## src/rtl/core/esd_pkg.sv

```systemverilog
// -----------------------------------------------------------------------------
// esd_pkg: shared types and helpers for the escape sequence decoder
// Payload structs, controller/datapath command and status, mode codes and
// character helpers for hex digits and numeric escape letters.
// -----------------------------------------------------------------------------
package esd_pkg;

   localparam int HELD_DEPTH = 8;
   localparam int HELD_IDX_W = $clog2(HELD_DEPTH);

   localparam logic [15:0] CH_BACKSLASH = 16'h005C;
   localparam logic [15:0] CH_ESCAPE    = 16'h001B;
   localparam logic [31:0] UNIT_MAX     = 32'h0000_FFFF;

   typedef struct packed {
      logic [15:0] in_unit;
      logic        in_final;
   } req_payload_type;

   typedef struct packed {
      logic [15:0] out_unit;
      logic        out_final;
   } rsp_payload_type;

   typedef enum logic [1:0] {
      MODE_TEXT   = 2'd0,
      MODE_ESCAPE = 2'd1,
      MODE_DIGITS = 2'd2
   } scan_mode_type;

   typedef enum logic [1:0] {
      KIND_X     = 2'd0,
      KIND_U     = 2'd1,
      KIND_BIG_U = 2'd2
   } escape_kind_type;

   // Which part of the latched output plan goes out next
   typedef enum logic [1:0] {
      SEL_HEAD0 = 2'd0,
      SEL_HEAD1 = 2'd1,
      SEL_HELD  = 2'd2,
      SEL_TAIL  = 2'd3
   } emit_sel_type;

   typedef struct packed {
      logic         load;
      logic         emit;
      emit_sel_type sel;
      logic         last;
   } esd_cmd_type;

   typedef struct packed {
      logic plan_any;
      logic has_head1;
      logic has_held;
      logic held_last;
      logic has_tail;
      logic out_free;
   } esd_status_type;

   // Bit 4 flags a valid digit, bits 3:0 hold its value
   function automatic logic [4:0] hex_digit(input logic [15:0] c);
      logic [4:0] r;
      r = 5'd0;
      if (c >= 16'h0030 && c <= 16'h0039) begin
         r = {1'b1, 4'(c - 16'h0030)};
      end else if (c >= 16'h0061 && c <= 16'h0066) begin
         r = {1'b1, 4'(c - 16'h0057)};
      end else if (c >= 16'h0041 && c <= 16'h0046) begin
         r = {1'b1, 4'(c - 16'h0037)};
      end
      return r;
   endfunction

   function automatic logic [3:0] digits_needed(input escape_kind_type k);
      logic [3:0] r;
      case (k)
         KIND_X:  r = 4'd2;
         KIND_U:  r = 4'd4;
         default: r = 4'd8;
      endcase
      return r;
   endfunction

   function automatic logic [15:0] kind_letter(input escape_kind_type k);
      logic [15:0] r;
      case (k)
         KIND_X:  r = 16'h0078;
         KIND_U:  r = 16'h0075;
         default: r = 16'h0055;
      endcase
      return r;
   endfunction

endpackage

```

## src/rtl/core/esd_datapath.sv

```systemverilog
// -----------------------------------------------------------------------------
// esd_datapath: escape decoding state, output plan and result register
// Decodes one accepted unit into a plan of up to ten result units, holds the
// digits of a pending numeric escape and replays them on a failed escape.
// -----------------------------------------------------------------------------
module esd_datapath (
   input  logic                     clock,
   input  logic                     reset,
   input  esd_pkg::req_payload_type req_payload,
   input  esd_pkg::esd_cmd_type     cmd,
   output esd_pkg::esd_status_type  status,
   input  logic                     rsp_stall,
   output logic                     rsp_valid,
   output esd_pkg::rsp_payload_type rsp_payload
);
   import esd_pkg::*;

   // escape scanner state
   scan_mode_type         mode_ff, mode_in;
   escape_kind_type       kind_ff, kind_in;
   logic [HELD_IDX_W-1:0] dcount_ff, dcount_in;
   logic [31:0]           code_ff, code_in;
   logic [15:0]           held_ff [HELD_DEPTH];
   logic                  hold_we;

   // latched output plan
   logic [15:0]           head0_ff, head0_in;
   logic [15:0]           head1_ff, head1_in;
   logic                  two_ff, two_in;
   logic [HELD_IDX_W-1:0] held_n_ff, held_n_in;
   logic                  tail_ff, tail_in;
   logic                  any_in;
   logic [15:0]           unit_ff;
   logic                  fin_ff;
   logic [HELD_IDX_W-1:0] rep_idx_ff, rep_idx_in;

   // result register
   logic                  rsp_valid_ff, rsp_valid_in;
   logic [15:0]           rsp_unit_ff, rsp_unit_in;
   logic                  rsp_final_ff;

   logic [15:0]           c;
   logic                  fin;
   logic [4:0]            hex;
   logic [31:0]           code_next;
   logic                  complete;

   assign c         = req_payload.in_unit;
   assign fin       = req_payload.in_final;
   assign hex       = hex_digit(c);
   assign code_next = {code_ff[27:0], hex[3:0]};
   assign complete  = ({1'b0, dcount_ff} + 4'd1) >= digits_needed(kind_ff);

   always_comb begin
      mode_in   = mode_ff;
      kind_in   = kind_ff;
      dcount_in = dcount_ff;
      code_in   = code_ff;
      hold_we   = 1'b0;
      head0_in  = c;
      head1_in  = c;
      two_in    = 1'b0;
      held_n_in = '0;
      tail_in   = 1'b0;
      any_in    = 1'b0;
      case (mode_ff)
         MODE_ESCAPE: begin
            mode_in = MODE_TEXT;
            any_in  = 1'b1;
            case (c)
               16'h0061: head0_in = 16'h0007;
               16'h0062: head0_in = 16'h0008;
               16'h0065: head0_in = CH_ESCAPE;
               16'h0066: head0_in = 16'h000C;
               16'h006E: head0_in = 16'h000A;
               16'h0072: head0_in = 16'h000D;
               16'h0074: head0_in = 16'h0009;
               16'h0076: head0_in = 16'h000B;
               16'h005C, 16'h003F, 16'h0027, 16'h0022: head0_in = c;
               16'h0078, 16'h0075, 16'h0055: begin
                  if (fin) begin
                     head0_in = CH_BACKSLASH;
                     two_in   = 1'b1;
                  end else begin
                     any_in    = 1'b0;
                     mode_in   = MODE_DIGITS;
                     kind_in   = (c == 16'h0078) ? KIND_X :
                                 (c == 16'h0075) ? KIND_U : KIND_BIG_U;
                     dcount_in = '0;
                     code_in   = '0;
                  end
               end
               default: begin
                  head0_in = CH_BACKSLASH;
                  two_in   = 1'b1;
               end
            endcase
         end
         MODE_DIGITS: begin
            if (hex[4]) begin
               code_in = code_next;
               if (complete) begin
                  mode_in   = MODE_TEXT;
                  dcount_in = '0;
                  any_in    = 1'b1;
                  if (kind_ff == KIND_X) begin
                     head0_in = {8'h00, code_next[7:0]};
                  end else if (kind_ff == KIND_U || code_next <= UNIT_MAX) begin
                     head0_in = code_next[15:0];
                  end else begin
                     // surrogate pair, high half truncated to 16 bits
                     head0_in = code_next[25:10] + 16'hD7C0;
                     head1_in = {6'b110111, code_next[9:0]};
                     two_in   = 1'b1;
                  end
               end else if (fin) begin
                  mode_in   = MODE_TEXT;
                  dcount_in = '0;
                  any_in    = 1'b1;
                  head0_in  = CH_BACKSLASH;
                  head1_in  = kind_letter(kind_ff);
                  two_in    = 1'b1;
                  held_n_in = dcount_ff;
                  tail_in   = 1'b1;
               end else begin
                  hold_we   = 1'b1;
                  dcount_in = dcount_ff + 1'b1;
               end
            end else begin
               // failed escape: replay, then treat the unit as plain text or a new escape start
               mode_in   = MODE_TEXT;
               dcount_in = '0;
               any_in    = 1'b1;
               head0_in  = CH_BACKSLASH;
               head1_in  = kind_letter(kind_ff);
               two_in    = 1'b1;
               held_n_in = dcount_ff;
               if (c == CH_BACKSLASH && !fin) begin
                  mode_in = MODE_ESCAPE;
               end else begin
                  tail_in = 1'b1;
               end
            end
         end
         default: begin
            mode_in = MODE_TEXT;
            if (c == CH_BACKSLASH && !fin) begin
               mode_in = MODE_ESCAPE;
            end else begin
               any_in = 1'b1;
            end
         end
      endcase
      if (fin) begin
         mode_in   = MODE_TEXT;
         dcount_in = '0;
      end
   end

   always_comb begin
      rep_idx_in = rep_idx_ff;
      if (cmd.load) begin
         rep_idx_in = '0;
      end else if (cmd.emit && cmd.sel == SEL_HELD) begin
         rep_idx_in = rep_idx_ff + 1'b1;
      end
   end

   always_comb begin
      case (cmd.sel)
         SEL_HEAD0: rsp_unit_in = head0_ff;
         SEL_HEAD1: rsp_unit_in = head1_ff;
         SEL_HELD:  rsp_unit_in = held_ff[rep_idx_ff];
         SEL_TAIL:  rsp_unit_in = unit_ff;
         default:   rsp_unit_in = unit_ff;
      endcase
   end

   assign rsp_valid_in = cmd.emit | (rsp_valid_ff & rsp_stall);

   always_ff @(posedge clock) begin
      if (reset) begin
         mode_ff      <= MODE_TEXT;
         kind_ff      <= KIND_X;
         dcount_ff    <= '0;
         code_ff      <= '0;
         rep_idx_ff   <= '0;
         rsp_valid_ff <= 1'b0;
      end else begin
         if (cmd.load) begin
            mode_ff   <= mode_in;
            kind_ff   <= kind_in;
            dcount_ff <= dcount_in;
            code_ff   <= code_in;
         end
         rep_idx_ff   <= rep_idx_in;
         rsp_valid_ff <= rsp_valid_in;
      end
   end

   always_ff @(posedge clock) begin
      if (cmd.load) begin
         head0_ff  <= head0_in;
         head1_ff  <= head1_in;
         two_ff    <= two_in;
         held_n_ff <= held_n_in;
         tail_ff   <= tail_in;
         unit_ff   <= c;
         fin_ff    <= fin;
         if (hold_we) begin
            held_ff[dcount_ff] <= c;
         end
      end
      if (cmd.emit) begin
         rsp_unit_ff  <= rsp_unit_in;
         rsp_final_ff <= fin_ff & cmd.last;
      end
   end

   assign status.plan_any  = any_in;
   assign status.has_head1 = two_ff;
   assign status.has_held  = (held_n_ff != '0);
   assign status.held_last = (rep_idx_ff == held_n_ff - 1'b1);
   assign status.has_tail  = tail_ff;
   assign status.out_free  = !rsp_valid_ff || !rsp_stall;

   assign rsp_valid               = rsp_valid_ff;
   assign rsp_payload.out_unit    = rsp_unit_ff;
   assign rsp_payload.out_final   = rsp_final_ff;

   a_emit_free: assert property (@(posedge clock) disable iff (reset)
      cmd.emit |-> status.out_free)
      else $error("result register overwritten while stalled");

   a_final_text: assert property (@(posedge clock) disable iff (reset)
      (cmd.load && req_payload.in_final) |=> (mode_ff == MODE_TEXT && dcount_ff == '0))
      else $error("scanner not back to plain text after final unit");

   a_digit_bound: assert property (@(posedge clock) disable iff (reset)
      (mode_ff == MODE_DIGITS) |-> (({1'b0, dcount_ff}) < digits_needed(kind_ff)))
      else $error("held digit count exceeds escape length");

endmodule

```

## src/rtl/core/esd_controller.sv

```systemverilog
// -----------------------------------------------------------------------------
// esd_controller: sequencer for the escape sequence decoder
// Accepts one transaction while idle, then steps the datapath through the
// latched output plan, one result per free slot of the result register.
// -----------------------------------------------------------------------------
module esd_controller (
   input  logic                    clock,
   input  logic                    reset,
   input  logic                    req_valid,
   output logic                    req_stall,
   output esd_pkg::esd_cmd_type    cmd,
   input  esd_pkg::esd_status_type status
);
   import esd_pkg::*;

   typedef enum logic [4:0] {
      ST_IDLE  = 5'b00001,
      ST_HEAD0 = 5'b00010,
      ST_HEAD1 = 5'b00100,
      ST_HELD  = 5'b01000,
      ST_TAIL  = 5'b10000
   } state_type;

   state_type state_ff, state_in;

   always_comb begin
      state_in = state_ff;
      cmd      = '{load: 1'b0, emit: 1'b0, sel: SEL_HEAD0, last: 1'b0};
      case (state_ff)
         ST_IDLE: begin
            if (req_valid) begin
               cmd.load = 1'b1;
               if (status.plan_any) begin
                  state_in = ST_HEAD0;
               end
            end
         end
         ST_HEAD0: begin
            cmd.sel  = SEL_HEAD0;
            cmd.last = !status.has_head1 && !status.has_held && !status.has_tail;
            if (status.out_free) begin
               cmd.emit = 1'b1;
               state_in = status.has_head1 ? ST_HEAD1 :
                          status.has_held  ? ST_HELD  :
                          status.has_tail  ? ST_TAIL  : ST_IDLE;
            end
         end
         ST_HEAD1: begin
            cmd.sel  = SEL_HEAD1;
            cmd.last = !status.has_held && !status.has_tail;
            if (status.out_free) begin
               cmd.emit = 1'b1;
               state_in = status.has_held ? ST_HELD :
                          status.has_tail ? ST_TAIL : ST_IDLE;
            end
         end
         ST_HELD: begin
            cmd.sel  = SEL_HELD;
            cmd.last = status.held_last && !status.has_tail;
            if (status.out_free) begin
               cmd.emit = 1'b1;
               if (status.held_last) begin
                  state_in = status.has_tail ? ST_TAIL : ST_IDLE;
               end
            end
         end
         ST_TAIL: begin
            cmd.sel  = SEL_TAIL;
            cmd.last = 1'b1;
            if (status.out_free) begin
               cmd.emit = 1'b1;
               state_in = ST_IDLE;
            end
         end
         default: begin
            state_in = ST_IDLE;
         end
      endcase
   end

   always_ff @(posedge clock) begin
      if (reset) begin
         state_ff <= ST_IDLE;
      end else begin
         state_ff <= state_in;
      end
   end

   // hold off the sender while in reset or while not idle
   assign req_stall = reset || (state_ff != ST_IDLE);

   a_load_start: assert property (@(posedge clock) disable iff (reset)
      (cmd.load && status.plan_any) |=> (state_ff == ST_HEAD0))
      else $error("plan with results not started");

   a_load_empty: assert property (@(posedge clock) disable iff (reset)
      (cmd.load && !status.plan_any) |=> (state_ff == ST_IDLE))
      else $error("empty plan left the sequencer busy");

   a_last_idle: assert property (@(posedge clock) disable iff (reset)
      (cmd.emit && cmd.last) |=> (state_ff == ST_IDLE))
      else $error("sequencer busy after last result");

endmodule

```

## src/rtl/core/escape_sequence_decoder_top.sv

```systemverilog
// -----------------------------------------------------------------------------
// escape_sequence_decoder_top: C-style backslash escape decoder, UTF-16 units
// Input transactions carry one code unit and an end-of-text flag; result
// transactions carry one decoded unit and a flag on the last result of the
// transaction that ended the text. Both channels use valid/stall.
// A transaction is taken while the sequencer is idle; it then yields zero to
// ten results, one per cycle while rsp_stall is low. The decoded plan is
// latched on acceptance, then each result goes into the single result
// register and is offered on rsp_valid. No new transaction is taken until
// the plan is done; one that yields nothing, e.g. inside an escape, leaves
// the sequencer idle. A failed numeric escape replays up to seven held
// digits through the result register in the same way.
// The result register is free to take a new result while the receiver takes
// the previous one; while rsp_stall is high the result holds and the
// sequencer waits, and req_stall stays high until the plan is done.
// Synchronous reset returns the scanner to plain text and drops any pending
// result; req_stall is high while reset is asserted.
// -----------------------------------------------------------------------------
module escape_sequence_decoder_top (
   input  logic                     clock,
   input  logic                     reset,
   input  logic                     req_valid,
   output logic                     req_stall,
   input  esd_pkg::req_payload_type req_payload,
   output logic                     rsp_valid,
   input  logic                     rsp_stall,
   output esd_pkg::rsp_payload_type rsp_payload
);
   import esd_pkg::*;

   esd_cmd_type    ctl_cmd;
   esd_status_type dp_status;

   esd_controller u_controller (
      .clock     (clock),
      .reset     (reset),
      .req_valid (req_valid),
      .req_stall (req_stall),
      .cmd       (ctl_cmd),
      .status    (dp_status)
   );

   esd_datapath u_datapath (
      .clock       (clock),
      .reset       (reset),
      .req_payload (req_payload),
      .cmd         (ctl_cmd),
      .status      (dp_status),
      .rsp_stall   (rsp_stall),
      .rsp_valid   (rsp_valid),
      .rsp_payload (rsp_payload)
   );

endmodule
```

## config.mk

```make
export PLATFORM = sky130hd
export DESIGN_NAME = escape_sequence_decoder_top
export DESIGN_NICKNAME = d
export VERILOG_FILES = /design/src/rtl/core/esd_pkg.sv /design/src/rtl/core/esd_datapath.sv /design/src/rtl/core/esd_controller.sv /design/src/rtl/core/escape_sequence_decoder_top.sv
export SDC_FILE = /design/constraint.sdc
export NUM_CORES = 1
export LEC_CHECK = 0
export BUFFER_PORTS_ARGS = -buffer_cell sky130_fd_sc_hd__buf_2
export CORE_ASPECT_RATIO = 1.2
export CORE_MARGIN = 1.5
export CORE_UTILIZATION = 53
export CTS_CLUSTER_SIZE = 10
export DETAILED_ROUTE_END_ITERATION = 8
export GPL_ROUTABILITY_DRIVEN = 0
export PLACE_DENSITY = 0.7
export SLEW_MARGIN = 30
export SYNTH_ARGS = -nofsm -noshare
export SYNTH_HDL_FRONTEND = slang
export SYNTH_SLANG_ARGS = --single-unit
export TNS_END_PERCENT = 50
```

## constraint.sdc

```tcl
create_clock -name clock -period 6.14 [get_ports clock]
set_clock_uncertainty 0.2 [all_clocks]
set_input_delay 0.614 -clock clock [delete_from_list [all_inputs] [get_ports clock]]
set_output_delay 0.614 -clock clock [all_outputs]
set_load 0.05 [all_outputs]
```

==> results of run 1 <==
## metal layers
layer | vias to the layer above | wire (um) | track usage
met5 | - | 0 | 0
met4 | 0 | 931 | 0.0772
met3 | 86 | 2270 | 0.0367
met2 | 387 | 13300 | 0.427
met1 | 3724 | 11100 | 0.350
li1 | 3370 | - | -
## final cells by class
| class | count | area, sq um |
|---|---|---|
| flip-flops and latches | 246 | 6920 |
| multi-input cells | 519 | 3950 |
| fillers | 1618 | 8000 |
| clock buffers | 49 | 779 |
| repair buffers | 55 | 315 |
| well taps | 265 | 332 |
| clock inverters | 2 | 21.3 |
| inverters | 24 | 90.1 |
## critical path: stages, from the launching register on
cell,delay [ps]
sky130_fd_sc_hd__dfxtp_1,520
sky130_fd_sc_hd__ha_1,330
sky130_fd_sc_hd__inv_1,70
sky130_fd_sc_hd__ha_1,220
sky130_fd_sc_hd__a21boi_0,280
sky130_fd_sc_hd__o21ai_0,150
sky130_fd_sc_hd__buf_4,190
sky130_fd_sc_hd__o21ai_0,750
sky130_fd_sc_hd__o21ai_0,500
sky130_fd_sc_hd__a211o_1,400
## metrics by stage
stage	cell area, sq um	power (mW)	instances	util
after floorplan	11100	2.00	834	-
after global routing	12400	3.59	1160	0.608
after global placement	11600	2.05	1108	0.568
after CTS	12400	3.51	1160	0.608
after detailed placement	11600	2.06	1109	0.569
final	12400	3.49	1160	0.608
## cells by family after synthesis
kind of cell    synth area share
fa+ha+maj                 0.0169
buf+inv                   0.0253
mux                       0.0884
flops                      0.623
compound gates             0.140
xor+xnor                  0.0126
simple gates              0.0942
## final timing paths
check,end,from,slack [ps]
max,u_datapath.head1_ff[3],u_datapath.dcount_ff[1],2290
min reg2reg,u_datapath.code_ff[2],u_datapath.code_ff[2],290
min,u_datapath.held_ff[3][11],req_payload[12],250
max reg2reg,u_datapath.head1_ff[3],u_datapath.dcount_ff[1],2290
## registers in the layout, indices dropped and copies added, names as in the netlist, 5 cells and up, named ones only
name                    cells
u_controller.state_ff       5
u_datapath.held_ff        128
u_datapath.head1_ff        16
u_datapath.code_ff         28
u_datapath.rsp_unit_ff     16
u_datapath.head0_ff        16
u_datapath.unit_ff         16
## cell usage in the layout (no fill, tap or decap), types with 4 or more instances in the layout
cell type                     n
sky130_fd_sc_hd__and3_1      10
sky130_fd_sc_hd__clkbuf_16   28
sky130_fd_sc_hd__xor2_1       7
sky130_fd_sc_hd__o21bai_1     5
sky130_fd_sc_hd__nor3_1      22
sky130_fd_sc_hd__nand4_1      4
sky130_fd_sc_hd__o21ai_1      5
sky130_fd_sc_hd__a222oi_1    16
sky130_fd_sc_hd__nand2_1     58
sky130_fd_sc_hd__nand2b_1     5
sky130_fd_sc_hd__inv_1       22
sky130_fd_sc_hd__nor2b_1      4
sky130_fd_sc_hd__o31ai_1      6
sky130_fd_sc_hd__nor4_1       8
sky130_fd_sc_hd__edfxtp_1   199
sky130_fd_sc_hd__o21ai_0     59
sky130_fd_sc_hd__ha_1        15
sky130_fd_sc_hd__xnor2_1      9
sky130_fd_sc_hd__a21o_1       4
sky130_fd_sc_hd__dfxtp_1     46
sky130_fd_sc_hd__a22oi_1      5
sky130_fd_sc_hd__a21oi_1     42
sky130_fd_sc_hd__nor3b_1      4
sky130_fd_sc_hd__o21a_1       9
sky130_fd_sc_hd__nand3_1      8
sky130_fd_sc_hd__mux4_2      32
sky130_fd_sc_hd__clkbuf_1    21
sky130_fd_sc_hd__a31oi_1     10
sky130_fd_sc_hd__buf_4       16
sky130_fd_sc_hd__a21boi_0     6
sky130_fd_sc_hd__nor3_2       4
sky130_fd_sc_hd__a22o_1      24
sky130_fd_sc_hd__buf_2       39
sky130_fd_sc_hd__mux2i_1     25
sky130_fd_sc_hd__nand3b_1     7
sky130_fd_sc_hd__nor2_1      51
sky130_fd_sc_hd__a211oi_1     4
## where the power goes
group	total, mW	internal [mW]	switching [mW]
combinational	0.169	0.0453	0.123
sequential	1.86	1.85	0.0143
clock	1.46	0.852	0.608
==> impl_metrics.ini, run 1 <==
[setup_path]
setup.worst_path.class = flip-flop to flip-flop
timing.critical_path.arrival_ps = 3930
worstPathRequired_ps = 6220
crit_path_start_kind = flip-flop
end_kind = flip-flop
r2r_cell_count = 9
critical_path.max_fanout = 12

[grt]
grt.overflow.total = 0
wire_length_of_the_first_global_routing_pass_um = 42500
grt_use_total = 0.256
grt_max_degree = 61
grt_antenna_before_repair = 0
first_global_vias = 7452

[yosys]
post_syn_area_per_cell_sq_um = 13.3
synth.cells.most_frequent = sky130_fd_sc_hd__edfxtp_1, sky130_fd_sc_hd__o21ai_0, sky130_fd_sc_hd__nand2_1, sky130_fd_sc_hd__nor2_1, sky130_fd_sc_hd__dfxtp_1
syn_nets = 870
synth_largest_area_cell = sky130_fd_sc_hd__edfxtp_1
asyncSetResetFlopFracSynth = 0
netlist-cell-type-count = 73
post-synth-top-area-fraction = 0.538
ys_top_cells_by_area = sky130_fd_sc_hd__edfxtp_1, sky130_fd_sc_hd__dfxtp_1, sky130_fd_sc_hd__mux4_2
ys.flop_type = sky130_fd_sc_hd__edfxtp_1
synth_most_common_cell = sky130_fd_sc_hd__edfxtp_1
synth-seq-area-share = 0.623
synthesis.yosys.warnings = 0
syn_inst = 834
post_synth_instance_area_sq_um = 11100
ys_ff_latch = 246
number_of_enable_type_register_cells_in_the_synthesized_netlist = 199

[clocking]
post_cts_resize_count = 0
cts_tree = yes
clk_pin_slew_ps = 60
cts_buffers = 28
clock_path_buffers = 3
clock_tree.root_cell = sky130_fd_sc_hd__clkbuf_16
post-cts-setup-buffer-count = 0
clkLatencyLatePin_ps = 550
total_number_of_clock_tree_sinks = 246
holdBufCountCts = 0
clock_tree.htree_level_count = 1

[floorplan]
start_util = 0.545
placementRows = 57
fp.dieW_um = 135
fp.dieArea_sq_um = 21800
fp.dieH_um = 162
count_of_pins_on_the_block_boundary = 40
core_region_area_sq_um = 20400

[routing]
detailedRoute.firstPassIterationCount = 9
post-route-drc-count = 6
route.antenna.remaining_nets = 0
route.vias.total = 7567
detailedRoute.firstIterationViolations = 1017
route.detailed.wl_per_inst_um = 23.8
routed_wl_um = 27600
avg_vias_per_cell = 6.52

[timing]
timing_max_transition_violations_final = 0
finalSetupViolations = 0
final.setup.worst_slack_ps = 2290
fmax_ghz = 0.260
rsz0062_at_grt = no
min_period_ps = 3850
slew_headroom = 0.358
slew_at_the_pin_closest_to_its_max_slew_limit_ps = 953
finalHoldViolCount = 0
fin_tns_setup_ps = 0
final.hold.worst_slack_ps = 249
timing.final.crit_share = 0.627

[place]
placement.io_buffers = 39
place_ws_ps = 2150
hpwl_um = 18200

[run]
maxCapViolations = 0

[status]
violations = DRC
status = finished with violations

[cells_and_area]
antenna_cells = 0
drive_gt1_frac = 0.154
final_nets = 910
area_delta_synth_final_pct = 11.6

[min_path]
whs_path_depth = 1
min-delay-path-class = input pin to flip-flop

[power]
power_per_cell_area_nw_per_um2 = 281
power.leakage_nw = 4.12
ir_worst_vdd_uv = 229
(Power assumes the default switching activity.)
==> run 2, diff against run 1 <==
- ABC_AREA: unset -> 1
- clock period: 6.14 -> 3.9 ns (I/O delays scaled with it)
==> run 2 against run 1 <==
Against the previous run:
- the flow still finishes with violations (DRC)
- cell count grew 38%
- design area up 7.3%
- global-route usage grew 0.31 points
==> impl_metrics.ini, run 2 <==
[yosys]
synthesis.yosys.warnings = 0
synth.cells.most_frequent = sky130_fd_sc_hd__nand2_1, sky130_fd_sc_hd__edfxtp_1, sky130_fd_sc_hd__nor2_1, sky130_fd_sc_hd__o21ai_0, sky130_fd_sc_hd__inv_1
ys_top_cells_by_area = sky130_fd_sc_hd__edfxtp_1, sky130_fd_sc_hd__nand2_1, sky130_fd_sc_hd__dfxtp_1
ys.flop_type = sky130_fd_sc_hd__edfxtp_1
syn_inst = 1268
synth-seq-area-share = 0.582
synth_most_common_cell = sky130_fd_sc_hd__nand2_1
post_syn_area_per_cell_sq_um = 9.37
number_of_enable_type_register_cells_in_the_synthesized_netlist = 199
synth_largest_area_cell = sky130_fd_sc_hd__edfxtp_1
post-synth-top-area-fraction = 0.503
asyncSetResetFlopFracSynth = 0
ys_ff_latch = 246
post_synth_instance_area_sq_um = 11900
netlist-cell-type-count = 48
syn_nets = 1304

[routing]
route.detailed.wl_per_inst_um = 18.8
route.vias.total = 9358
post-route-drc-count = 5
detailedRoute.firstIterationViolations = 1103
detailedRoute.firstPassIterationCount = 8
routed_wl_um = 30200
route.antenna.remaining_nets = 0
avg_vias_per_cell = 5.83

[setup_path]
crit_path_top_delay_cell = sky130_fd_sc_hd__dlygate4sd3_1
cp_cell_sequence = dlygate4sd3_1 -> buf_2 -> nor2_1 -> nand2_1 -> nor2_4 -> nand3_1 -> nand2_1 -> nand2_1 -> nand3_4 -> nand2_4 -> inv_2 -> nand2_1 -> nor2_1 -> nand2_1 -> nor2_1 -> buf_4
crit_path_start_kind = input pin
crit_start = req_payload[15]
critical_path.most_common_cell = sky130_fd_sc_hd__nand2_1
critical_path.max_stage_delay_ps = 530
setup.worst_path.class = input pin to flip-flop
end_kind = flip-flop
timing.critical_path.arrival_ps = 3270
r2r-start = u_datapath.dcount_ff[2]
worstPathRequired_ps = 3910
critical_path.max_fanout = 16

[status]
violations = DRC
status = finished with violations

[cells_and_area]
max_flop_register = u_datapath.held_ff
drive_gt1_frac = 0.133
layout_commonest_cell = sky130_fd_sc_hd__nand2_1
fillCellCount = 1791
antenna_cells = 0
area_delta_synth_final_pct = 11.9
largest_reg_flops = 128
layout_top_registers = u_datapath.held_ff x128, u_datapath.code_ff x28
final_nets = 1347
most-common-layout-cells = sky130_fd_sc_hd__nand2_1, sky130_fd_sc_hd__edfxtp_1, sky130_fd_sc_hd__nor2_1

[grt]
first_global_vias = 8806
wire_length_of_the_first_global_routing_pass_um = 47700
grt_max_degree = 65
grt_use_total = 0.259
grt_antenna_before_repair = 0
grt.overflow.total = 0

[floorplan]
count_of_pins_on_the_block_boundary = 40
fp.dieW_um = 140
fp.dieH_um = 167
core_region_area_sq_um = 21900
fp.dieArea_sq_um = 23300
start_util = 0.544
placementRows = 59

[timing]
timing_max_transition_violations_final = 0
slew_at_the_pin_closest_to_its_max_slew_limit_ps = 743
rsz0062_at_grt = no
fin_tns_setup_ps = 0
slew_headroom = 0.502
finalSetupViolations = 0
finalHoldViolCount = 0
fmax_ghz = 0.307
final.hold.worst_slack_ps = 26.1
min_period_ps = 3260
timing.final.crit_share = 0.835

[place]
hpwl_um = 20700
placement.io_buffers = 39

[run]
maxCapViolations = 0

[clocking]
clk_pin_slew_ps = 60
clkLatencyLatePin_ps = 540
clock_tree.root_cell = sky130_fd_sc_hd__clkbuf_16
cts_buffers = 28
clock_path_buffers = 3
cts_tree = yes
clock_tree.htree_level_count = 1
total_number_of_clock_tree_sinks = 246

[min_path]
holdCritStartpoint = req_payload[11]
min-delay-path-class = input pin to flip-flop

[power]
power_mw = 6.52
power_per_cell_area_nw_per_um2 = 490
power.leakage_nw = 4.84
ir_worst_vdd_uv = 319
## run 2: critical path: cells and delay by family
family | cells | cell delay, ps
buffers and inverters | 4 | 1090
AND/OR/NAND/NOR | 12 | 1770
## run 2: logic make-up after synthesis
| kind of cell | count (synthesis) | share of synthesized area |
|---|---|---|
| adder cells (fa/ha/maj) | 15 | 0.0158 |
| XOR/XNOR | 11 | 0.00811 |
| flip-flops | 246 | 0.582 |
| AND/OR/NAND/NOR | 604 | 0.221 |
| buffers and inverters | 152 | 0.0506 |
| AO/OA/AOI/OAI | 240 | 0.122 |
## run 2: metrics by stage
stage	worst slack [ps]	cell area, sq um	util	cells
after floorplan	58.1	11900	-	1268
after global placement	719	12400	0.569	1553
after detailed placement	650	12500	0.570	1553
after CTS	701	13300	0.609	1606
after global routing	371	13300	0.609	1606
final	643	13300	0.609	1606
## run 2: per-layer routing
metal	wire [um]	vias to the layer above	global-route usage
met5	0	-	0
li1	-	4472	-
met4	1060	0	0.0920
met2	14300	388	0.434
met1	12700	4423	0.348
met3	2100	75	0.0339
## run 2: report_power, final
part	leakage, nW	switching [mW]	internal [mW]
Sequential	2.19	0.0697	3.13
Combinational	2.25	0.725	0.212
Clock	0.391	0.974	1.41
Total	4.84	1.77	4.75
## run 2: layout make-up
cell class,instances,area (sq um),area share
clock inverter,2,46.3,0.00348
sequential,246,6920,0.520
clock buffer,49,779,0.0586
tap,274,343,0.0258
timing repair buffer,70,433,0.0325
multi-input combinational,870,4420,0.332
inverter,95,359,0.0270
## run 2: final timing paths
check | endpoint | slack [ps] | cells past startpoint
max | u_datapath.held_ff[6][1] | 640 | 16
min | u_datapath.held_ff[0][10] | 30 | 1
max reg2reg | u_datapath.head0_ff[4] | 670 | 14
min reg2reg | u_datapath.code_ff[25] | 260 | 2
## run 2: repair_timing
| action | CTS | global route |
|---|---|---|
| buffers inserted | 0 | 0 |
| hold endpoints to repair | 8 | 0 |
| resized for setup | 0 | 0 |
| hold buffers | 2 | 0 |
==> run 3, diff against run 2 <==
- ABC_AREA: 1 -> 0
- clock period: 3.9 -> 3.13 ns (I/O delays scaled with it)
==> run 3 against run 2 <==
Against the previous run:
- the run now ends clean
- worst setup slack worse by 580 ps
- combinational power shrank 58%
- clock power increased by 21%
- design area fell by 0.41%
- via count is 16% lower
- routed wire length down 4.0%
- critical path depth is 5 lower
- largest power group unchanged
- highest routed layer unchanged
==> impl_metrics.ini, run 3 (synthesis gave the netlist of run 1 again) <==
[cells_and_area]
fillCellCount = 1499
max_flop_register = u_datapath.held_ff
layout_commonest_cell = sky130_fd_sc_hd__edfxtp_1
area_delta_synth_final_pct = 19.2
finalNonFillerCells = 1238
finalInstanceArea_sq_um = 13200
most-common-layout-cells = sky130_fd_sc_hd__edfxtp_1, sky130_fd_sc_hd__buf_4, sky130_fd_sc_hd__o21ai_0
largest_reg_flops = 128
final_nets = 987
drive_gt1_frac = 0.221
layout_top_registers = u_datapath.held_ff x128, u_datapath.code_ff x28

[clocking]
total_number_of_clock_tree_sinks = 246
clkLatencyLatePin_ps = 530
clk_pin_slew_ps = 60
cts_buffers = 28
clock_path_buffers = 3
cts_tree = yes
post-cts-setup-buffer-count = 0
clock_tree.htree_level_count = 1
clock_tree.root_cell = sky130_fd_sc_hd__clkbuf_16

[grt]
grt.overflow.total = 0
wire_length_of_the_first_global_routing_pass_um = 44800
grt_antenna_before_repair = 0
grt_max_degree = 42
first_global_vias = 7845
grt_use_total = 0.270

[place]
placement.io_buffers = 39
hpwl_um = 20000
placed_instances = 1170
placed_cell_area_sq_um = 12300

[routing]
routed_wl_um = 29000
detailedRoute.firstIterationViolations = 963
route.detailed.wl_per_inst_um = 23.4
detailedRoute.firstPassIterationCount = 6
route.vias.total = 7857
post-route-drc-count = 0
avg_vias_per_cell = 6.35
route.antenna.remaining_nets = 0

[timing]
finalHoldViolCount = 0
min_period_ps = 3070
slew_at_the_pin_closest_to_its_max_slew_limit_ps = 808
fmax_ghz = 0.326
finalSetupViolations = 0
rsz0062_at_grt = no
timing_max_transition_violations_final = 0
slew_headroom = 0.460
timing.final.crit_share = 0.981

[setup_path]
regToRegSetupSlack_ps = 160
worstPathRequired_ps = 3160
cp_num_buf_inv = 4
end_kind = flip-flop
crit_path_start_kind = input pin
timing.critical_path.arrival_ps = 3100
setup.worst_path.class = input pin to flip-flop
crit_path_top_delay_cell = sky130_fd_sc_hd__dlygate4sd3_1
critical_path.max_stage_delay_ps = 540
cpLargestDelayFamily = buffers and inverters
cp_cell_sequence = dlygate4sd3_1 -> buf_2 -> buf_4 -> nor4_1 -> buf_4 -> nand4_1 -> o211ai_1 -> a21boi_1 -> a21oi_1 -> nor4_1 -> o21ai_0
critical_path.max_fanout = 12

[floorplan]
fp.dieArea_sq_um = 21800
fp.dieH_um = 162
placementRows = 57
core_region_area_sq_um = 20400
start_util = 0.545
fp.dieW_um = 135
count_of_pins_on_the_block_boundary = 40

[status]
status = finished clean

[min_path]
min-delay-path-class = input pin to flip-flop

[power]
power_per_cell_area_nw_per_um2 = 522
ir_worst_vdd_uv = 460
power.leakage_nw = 4.51

[run]
maxCapViolations = 0
==> run 3: cell types whose count changed in the layout (fill, tap and decap cells not counted), moves of 25 or more <==
cell                       delta
sky130_fd_sc_hd__nand2_1    -202
sky130_fd_sc_hd__nor2_1     -145
sky130_fd_sc_hd__nand3_1     -60
sky130_fd_sc_hd__inv_1       -58
sky130_fd_sc_hd__o21ai_0     -53
sky130_fd_sc_hd__buf_4       +38
sky130_fd_sc_hd__o211ai_1    -36
sky130_fd_sc_hd__mux4_2      +32
sky130_fd_sc_hd__mux2i_1     +25
==> run 3: final cells by class <==
class                      count  area [sq um]  share of cell area
sequential                   246          6920               0.523
clock buffer                  49           779              0.0588
timing repair buffer         132          1060              0.0799
clock inverter                 2          21.3             0.00161
tap                          265           332              0.0250
antenna                        1          2.50            0.000189
inverter                      24           103             0.00775
multi-input combinational    519          4030               0.304
==> run 3: worst min-delay path, stage by stage <==
cell	delay, ps
sky130_fd_sc_hd__buf_2	90
sky130_fd_sc_hd__buf_4	140
sky130_fd_sc_hd__nand2_1	50
sky130_fd_sc_hd__o21ai_0	60
==> run 3: path summary, 6_finish.rpt <==
| kind | startpoint | endpoint | depth (start not counted) |
|---|---|---|---|
| min reg2reg | u_datapath.code_ff[24] | u_datapath.code_ff[24] | 1 |
| min | req_payload[9] | u_datapath.head0_ff[8] | 4 |
| max | req_payload[16] | u_datapath.head0_ff[2] | 11 |
| max reg2reg | u_datapath.dcount_ff[1] | u_datapath.held_ff[6][7] | 10 |
==> run 3: timing repair <==
item                                   in CTS  in global routing
resized for setup                           0                  7
endpoints found under the hold margin      89                  0
setup endpoints to repair                   0                 71
hold buffers                               16                  0
==> run 3: power by group <==
part	total [mW]	internal (mW)	switching [mW]	leakage, nW
Sequential	3.65	3.62	0.0288	2.20
Combinational	0.391	0.129	0.262	1.93
Clock	2.87	1.67	1.20	0.381
==> run 3: metal layers <==
metal	vias to the layer above	routed length, um	global-route usage
li1	3522	-	-
met1	3847	11300	0.352
met2	401	14300	0.455
met3	87	2200	0.0411
met4	0	1150	0.109
met5	-	0	0
==> run 3: through the flow <==
stage / hold WS, ps / TNS, ps / power, mW / util / setup WS [ps]
after CTS: 1.44 / 0 / 6.95 / 0.648 / 36.0
after global placement: 264 / -3010 / 4.06 / 0.600 / -175
after floorplan: 212 / 0 / 3.92 / - / 20.5
final: 16.3 / 0 / 6.91 / 0.649 / 58.5
after global routing: 26.0 / 0 / 7.10 / 0.649 / 11.5
after detailed placement: 268 / -4100 / 4.08 / 0.601 / -196
